`src/design/amu_pkg.sv`:
```
// Shared types, codes and the step sequence table of the affine matrix unit.
`default_nettype none
package amu_pkg;

  localparam int QUO_BITS = 34;
  localparam int CNT_W    = 6;
  localparam int STEP_W   = 5;

  typedef enum logic [1:0] {
    REQ_XFORM   = 2'd0,
    REQ_COMPOSE = 2'd1,
    REQ_LOAD    = 2'd2,
    REQ_INVERT  = 2'd3
  } req_t;

  typedef enum logic [1:0] {
    ST_IDLE,
    ST_RUN,
    ST_DWAIT,
    ST_DONE
  } state_t;

  typedef enum logic [2:0] {
    K_ACC  = 3'd0,
    K_RND  = 3'd1,
    K_SAVE = 3'd2,
    K_DIV  = 3'd3,
    K_END  = 3'd4
  } kind_t;

  typedef enum logic [3:0] {
    S_M11, S_M12, S_M21, S_M22, S_MTX, S_MTY,
    S_B11, S_B12, S_B21, S_B22, S_BTX, S_BTY,
    S_PX, S_PY
  } src_t;

  typedef enum logic [3:0] {
    D_N11, D_N12, D_N21, D_N22, D_NTX, D_NTY,
    D_MX, D_MY, D_DET, D_CX, D_CY
  } dst_t;

  typedef struct packed {
    kind_t kind;
    logic  mul_en;
    src_t  ma;
    src_t  mb;
    logic  acc_clr;
    logic  acc_p;
    logic  acc_neg;
    logic  acc_t;
    src_t  tsel;
    dst_t  dst;
  } uop_t;

  typedef struct packed {
    uop_t uop;
    logic capture;
    logic exec;
    logic div_start;
    logic dwrite;
    logic commit;
  } cmd_t;

  typedef struct packed {
    logic sing;
    logic div_done;
  } status_t;

  function automatic uop_t plain_uop(input kind_t kind, input dst_t dst);
    uop_t u;
    u = '{kind: kind, mul_en: 1'b0, ma: S_M11, mb: S_M11, acc_clr: 1'b0, acc_p: 1'b0,
          acc_neg: 1'b0, acc_t: 1'b0, tsel: S_M11, dst: dst};
    return u;
  endfunction

  // one sum of two products plus optional shifted term, in four steps
  function automatic uop_t lin_uop(input logic [1:0] k, input src_t u, input src_t a,
                                   input src_t v, input src_t b, input logic use_t,
                                   input src_t t, input logic neg, input kind_t last,
                                   input dst_t dst);
    uop_t o;
    o = plain_uop(K_ACC, dst);
    unique case (k)
      2'd0: begin
        o.mul_en = 1'b1; o.ma = u; o.mb = a;
      end
      2'd1: begin
        o.mul_en = 1'b1; o.ma = v; o.mb = b; o.acc_clr = 1'b1; o.acc_p = 1'b1;
      end
      2'd2: begin
        o.acc_p = 1'b1; o.acc_neg = neg; o.acc_t = use_t; o.tsel = t;
      end
      default: o.kind = last;
    endcase
    return o;
  endfunction

  function automatic uop_t uop_f(input req_t req, input logic [STEP_W-1:0] step);
    uop_t o;
    logic [2:0] ln;
    logic [1:0] k;
    ln = step[4:2];
    k  = step[1:0];
    o  = plain_uop(K_END, D_N11);
    unique case (req)
      REQ_XFORM: begin
        if (step < 5'd8) begin
          if (ln == 3'd0) o = lin_uop(k, S_PX, S_M11, S_PY, S_M21, 1'b1, S_MTX, 1'b0, K_RND, D_MX);
          else            o = lin_uop(k, S_PX, S_M12, S_PY, S_M22, 1'b1, S_MTY, 1'b0, K_RND, D_MY);
        end
      end
      REQ_COMPOSE: begin
        if (step < 5'd24) begin
          unique case (ln)
            3'd0: o = lin_uop(k, S_M11, S_B11, S_M12, S_B21, 1'b0, S_BTX, 1'b0, K_RND, D_N11);
            3'd1: o = lin_uop(k, S_M11, S_B12, S_M12, S_B22, 1'b0, S_BTX, 1'b0, K_RND, D_N12);
            3'd2: o = lin_uop(k, S_M21, S_B11, S_M22, S_B21, 1'b0, S_BTX, 1'b0, K_RND, D_N21);
            3'd3: o = lin_uop(k, S_M21, S_B12, S_M22, S_B22, 1'b0, S_BTX, 1'b0, K_RND, D_N22);
            3'd4: o = lin_uop(k, S_MTX, S_B11, S_MTY, S_B21, 1'b1, S_BTX, 1'b0, K_RND, D_NTX);
            default: o = lin_uop(k, S_MTX, S_B12, S_MTY, S_B22, 1'b1, S_BTY, 1'b0, K_RND, D_NTY);
          endcase
        end
      end
      REQ_LOAD: o = plain_uop(K_END, D_N11);
      default: begin
        if (step < 5'd12) begin
          unique case (ln)
            3'd0: o = lin_uop(k, S_M11, S_M22, S_M12, S_M21, 1'b0, S_M11, 1'b1, K_SAVE, D_DET);
            3'd1: o = lin_uop(k, S_M21, S_MTY, S_M22, S_MTX, 1'b0, S_M11, 1'b1, K_SAVE, D_CX);
            default: o = lin_uop(k, S_M12, S_MTX, S_M11, S_MTY, 1'b0, S_M11, 1'b1, K_SAVE, D_CY);
          endcase
        end else begin
          unique case (step)
            5'd12: o = plain_uop(K_DIV, D_N11);
            5'd13: o = plain_uop(K_DIV, D_N12);
            5'd14: o = plain_uop(K_DIV, D_N21);
            5'd15: o = plain_uop(K_DIV, D_N22);
            5'd16: o = plain_uop(K_DIV, D_NTX);
            5'd17: o = plain_uop(K_DIV, D_NTY);
            default: o = plain_uop(K_END, D_N11);
          endcase
        end
      end
    endcase
    return o;
  endfunction

  // {sat, value}: clip a rounded magnitude with sign to 32-bit signed
  function automatic logic [32:0] sat_f(input logic neg, input logic [65:0] q);
    logic [65:0] nq;
    nq = -q;
    if (neg) begin
      if (q > 66'd2147483648) return {1'b1, 32'h8000_0000};
      return {1'b0, nq[31:0]};
    end
    if (q > 66'd2147483647) return {1'b1, 32'h7fff_ffff};
    return {1'b0, q[31:0]};
  endfunction

endpackage
`default_nettype wire

```
`src/design/amu_ctrl.sv`:
```
// Controller: request sequencer stepping through the step table, divider waits, output hold.
`default_nettype none
module amu_ctrl (
  input  wire logic              clk,
  input  wire logic              rst_n,
  input  wire logic              in_tvalid,
  output logic                   in_tready,
  input  wire logic [1:0]        in_req,
  output logic                   out_tvalid,
  input  wire logic              out_tready,
  output amu_pkg::cmd_t          cmd,
  input  wire amu_pkg::status_t  status
);
  import amu_pkg::*;

  state_t              state_r, state_nxt;
  logic [STEP_W-1:0]   step_r, step_nxt;
  req_t                req_r;
  uop_t                uop;

  assign uop = uop_f(req_r, step_r);

  always_comb begin
    state_nxt = state_r;
    step_nxt  = step_r;
    unique case (state_r)
      ST_IDLE: begin
        step_nxt = '0;
        if (in_tvalid) state_nxt = ST_RUN;
      end
      ST_RUN: begin
        priority case (uop.kind)
          K_END: state_nxt = ST_DONE;
          K_DIV: begin
            if (status.sing) step_nxt = step_r + 1'b1;
            else state_nxt = ST_DWAIT;
          end
          default: step_nxt = step_r + 1'b1;
        endcase
      end
      ST_DWAIT: begin
        if (status.div_done) begin
          state_nxt = ST_RUN;
          step_nxt  = step_r + 1'b1;
        end
      end
      default: if (out_tready) state_nxt = ST_IDLE;
    endcase
  end

  always_comb begin
    cmd           = '0;
    cmd.uop       = uop;
    in_tready     = 1'b0;
    out_tvalid    = 1'b0;
    unique case (state_r)
      ST_IDLE: begin
        in_tready   = 1'b1;
        cmd.capture = in_tvalid;
      end
      ST_RUN: begin
        cmd.exec      = uop.kind != K_DIV && uop.kind != K_END;
        cmd.div_start = uop.kind == K_DIV && !status.sing;
        cmd.commit    = uop.kind == K_END;
      end
      ST_DWAIT: cmd.dwrite = status.div_done;
      default: out_tvalid = 1'b1;
    endcase
  end

  always_ff @(posedge clk) begin
    if (!rst_n) begin
      state_r <= ST_IDLE;
      step_r  <= '0;
      req_r   <= REQ_XFORM;
    end else begin
      state_r <= state_nxt;
      step_r  <= step_nxt;
      if (state_r == ST_IDLE && in_tvalid) req_r <= req_t'(in_req);
    end
  end
endmodule
`default_nettype wire
```
`config.mk`:
```
export PLATFORM = sky130hd
export DESIGN_NAME = amu_ctrl
export DESIGN_NICKNAME = d
export VERILOG_FILES = /design/src/design/amu_pkg.sv /design/src/design/amu_ctrl.sv
export SDC_FILE = /design/constraint.sdc
export NUM_CORES = 1
export LEC_CHECK = 0
export ABC_AREA = 1
export BUFFER_PORTS_ARGS = -buffer_cell sky130_fd_sc_hd__buf_2
export CORE_UTILIZATION = 45
export CTS_BUF_LIST = sky130_fd_sc_hd__clkbuf_8
export DETAILED_ROUTE_END_ITERATION = 7
export GPL_TIMING_DRIVEN = 0
export PLACE_DENSITY_LB_ADDON = 0.05
export SETUP_SLACK_MARGIN = 0.1
export SLEW_MARGIN = 20
export SYNTH_ARGS = -nofsm -noshare
export SYNTH_HDL_FRONTEND = slang
export SYNTH_SLANG_ARGS = --single-unit
```
`constraint.sdc`:
```
create_clock -name clk -period 4.82 [get_ports clk]
set_input_delay 0 -clock clk [delete_from_list [all_inputs] [get_ports clk]]
set_output_delay 0 -clock clk [all_outputs]
set_load 0.02 [all_outputs]
```
==> results.ini <==
[logic_synthesis]
synth_top_family_by_area = simple AND/OR/NAND/NOR gates
ys_seq_area_share_pct = 15.7
synth.area.mux_share_pct = 0.871
ys_ff_latch = 9
synth_adder_area_share_pct = 12.0
synth.distinct_cells = 30
yosysWarnings = 0
synth_compound_area_share_pct = 13.6
syn-num-nets = 198
synthSimpleGateAreaFrac_pct = 44.4
syn_inst = 179
syn_area_per_cell_sq_um = 6.42
syn_area_sq_um = 1150
synth_xor_area_share_pct = 0.762

[power]
powerDensity_nw_per_um2 = 692
p_sw_uw = 573
comb_power_share_pct = 78.6
clockPowerShare_pct = 8.4
p_leak_uw = 0.000814
seqPwrFrac_pct = 13.0
ir_worst_vdd_uv = 426
p_sw_share_pct = 58.5
internal_power_uw = 406

[sta]
min_period_ps = 2040
tns_ps = 0
tightest_slew_ps = 435
slew_headroom_pct = 70.3
maxSlewViolCount = 0
timing.fmax_mhz = 490
finClkSkew_ps = 1.16
setup_viol = 0
rsz0062_at_grt = no
hold_viol_final = 0
post-route-period-util_pct = 42.3

[critical_path]
reg2reg_from = step_r[1]
worst_r2r_path_depth = 13
crit_fanout = 5
r2r_setup_slack_ps = 2800
slowest_stage = dfxtp_1
crit_path_start_kind = register
path_buf_inv = 2
crit_chain = ha_1 > inv_1 > nor2_1 > ha_1 > o21bai_2 > nor2_2 > nor2_4 > nand3_2 > nor2_4 > buf_2
cpLargestDelayFamily = simple AND/OR/NAND/NOR gates
end_kind = primary output
crit_required_ps = 4820
cp_slowest_stage_delay_ps = 400
crit_type = reg2out
critPathArrivalTime_ps = 2040
r2r_end = step_r[2]

[floorplan]
die_w_um = 52.6
dieHeight_um = 52.6
num_io_pins = 39
die_area_sq_um = 2760
initial_utilization_pct = 49.6
design.core.area_sq_um = 2320
num_rows = 17

[global_route]
antenna_found_initial = 0
grt_pass1_wl_mm = 4.86
grt_max_degree = 11
grt.overflow.total = 0
gr-usage-all-layers_pct = 23.4
first_global_vias = 1119

[clock_network]
hold_buffers = 0
cts_setup_buffers = 0
numCtsBuffers = 3
path_clk_slew_ps = 40
cts_tree = yes
cts_resized = 0
root_buffer = clkbuf_8
cts.path.max_buffers = 2
htreeDepth = 1
insertion_delay_ps = 230
cts_sinks = 9

[run]
maxCapViolations = 0

[route]
routedWlPerCell_um = 11.8
drt_iter0_markers = 19
ant_nets = 0
viasPerCell = 5.18
drc = 0
vias = 1284
routed_wl_mm = 2.93
firstDrtPassIters = 4

[finish]
final_cell_mix = buf_2 (38), nor2_1 (31), nand2_1 (29)
num-nets-final = 240
final_common_cell = buf_2
layout-drive-gt1-share_pct = 32.3
fin_util_pct = 61.0
num_antenna_cells = 0
syn_to_final_growth_pct = 23.1
fillers = 241

[worst_hold_path]
min_to = req_r[1]
min_path_cells = 3
hp-start = in_req[1]
timing.hold.worst.class = in2reg

[outcome]
outcome = finished clean

[place]
port_buffers = 37
routabilityCongestion = 0.882
place_hpwl_mm = 2.46

-- power by group through the flow --
stage	Clock, uW	Sequential (uW)	Combinational (uW)
floorplan	0	123	577
detailed placement	0	129	770
finish	82.0	127	770
CTS	83.6	127	772
global placement	0	127	760
global route	89.2	131	855
-- cell usage after synthesis, drive strengths merged --
cell	instances	area (sq um)
ha	11	138
nor3	2	10.0
o22ai	2	12.5
nand4	2	18.8
o21bai	2	22.5
xor2	1	8.76
nand2	37	169
buf	5	42.5
inv	27	104
o311ai	1	8.76
mux2i	1	10.0
nand3	17	108
nand3b	1	7.51
a2111oi	1	8.76
nor2	40	198
o21ai	9	45.0
o221ai	1	8.76
dfxtp	9	180
a21oi	10	50.1
-- state kept, by name, summed over array words and instances, names as in the netlist --
register,flops
step_r,5
req_r,2
state_r,2
-- cell type report --
type / count / area, sq um / share of cell area (%)
multi-input cells: 138 / 823 / 58.2
repair buffers: 37 / 185 / 13.1
flip-flops and latches: 9 / 180 / 12.7
inverters: 27 / 104 / 7.34
plain buffers: 5 / 42.5 / 3.01
clock buffers: 3 / 41.3 / 2.92
well taps: 28 / 35.0 / 2.48
clock inverters: 1 / 3.75 / 0.265
-- routing by layer --
layer	wire, um	GRT usage (%)
met1	1360	29.7
met2	1450	42.4
met3	101	1.74
met4	23	5.26
met5	0	0
-- kinds of logic (layout without fill, tap and decap cells) --
| logic type | after synthesis | count (layout) |
|---|---|---|
| AOI/OAI and AO/OA | 26 | 26 |
| xor gates and xnor gates | 1 | 1 |
| adders and majority gates | 11 | 11 |
| buffers and inverters | 32 | 73 |
| DFF | 9 | 9 |
| muxes | 1 | 1 |
| and+or+nand+nor | 99 | 99 |
-- worst reg2reg max path, cell delays in order, from the launching register on --
cell     delay (ps)
dfxtp_1         400
inv_1           120
ha_1            240
inv_2           120
nand2_1         120
nand3_1         150
nand2_2         100
nor2_2          130
nor2_4           60
nand3_2          90
nor2_4           40
nor2_2          200
nor2_1           70
nor2_1          110
-- worst max-delay path by stage --
stage / from / to / depth (start not counted)
after CTS: step_r[1] / cmd[2] / 10
after detailed placement: step_r[1] / step_r[2] / 13
after global routing: step_r[1] / step_r[2] / 13
after global placement: step_r[1] / step_r[4] / 13
after floorplan: step_r[3] / cmd[9] / 6
final: step_r[1] / cmd[2] / 10
-- through the flow --
step	instances	setup WS, ps	hold WS [ps]	instance area [sq um]	power (uW)
after global placement	244	2860	278	1370	887
after CTS	248	2770	58.3	1420	983
after global routing	248	2590	87.5	1420	1080
final	248	2780	58.0	1420	979
after detailed placement	244	2800	292	1370	899
after floorplan	179	2900	36.1	1150	700
Note: power is estimated with default switching activity, not from simulation.
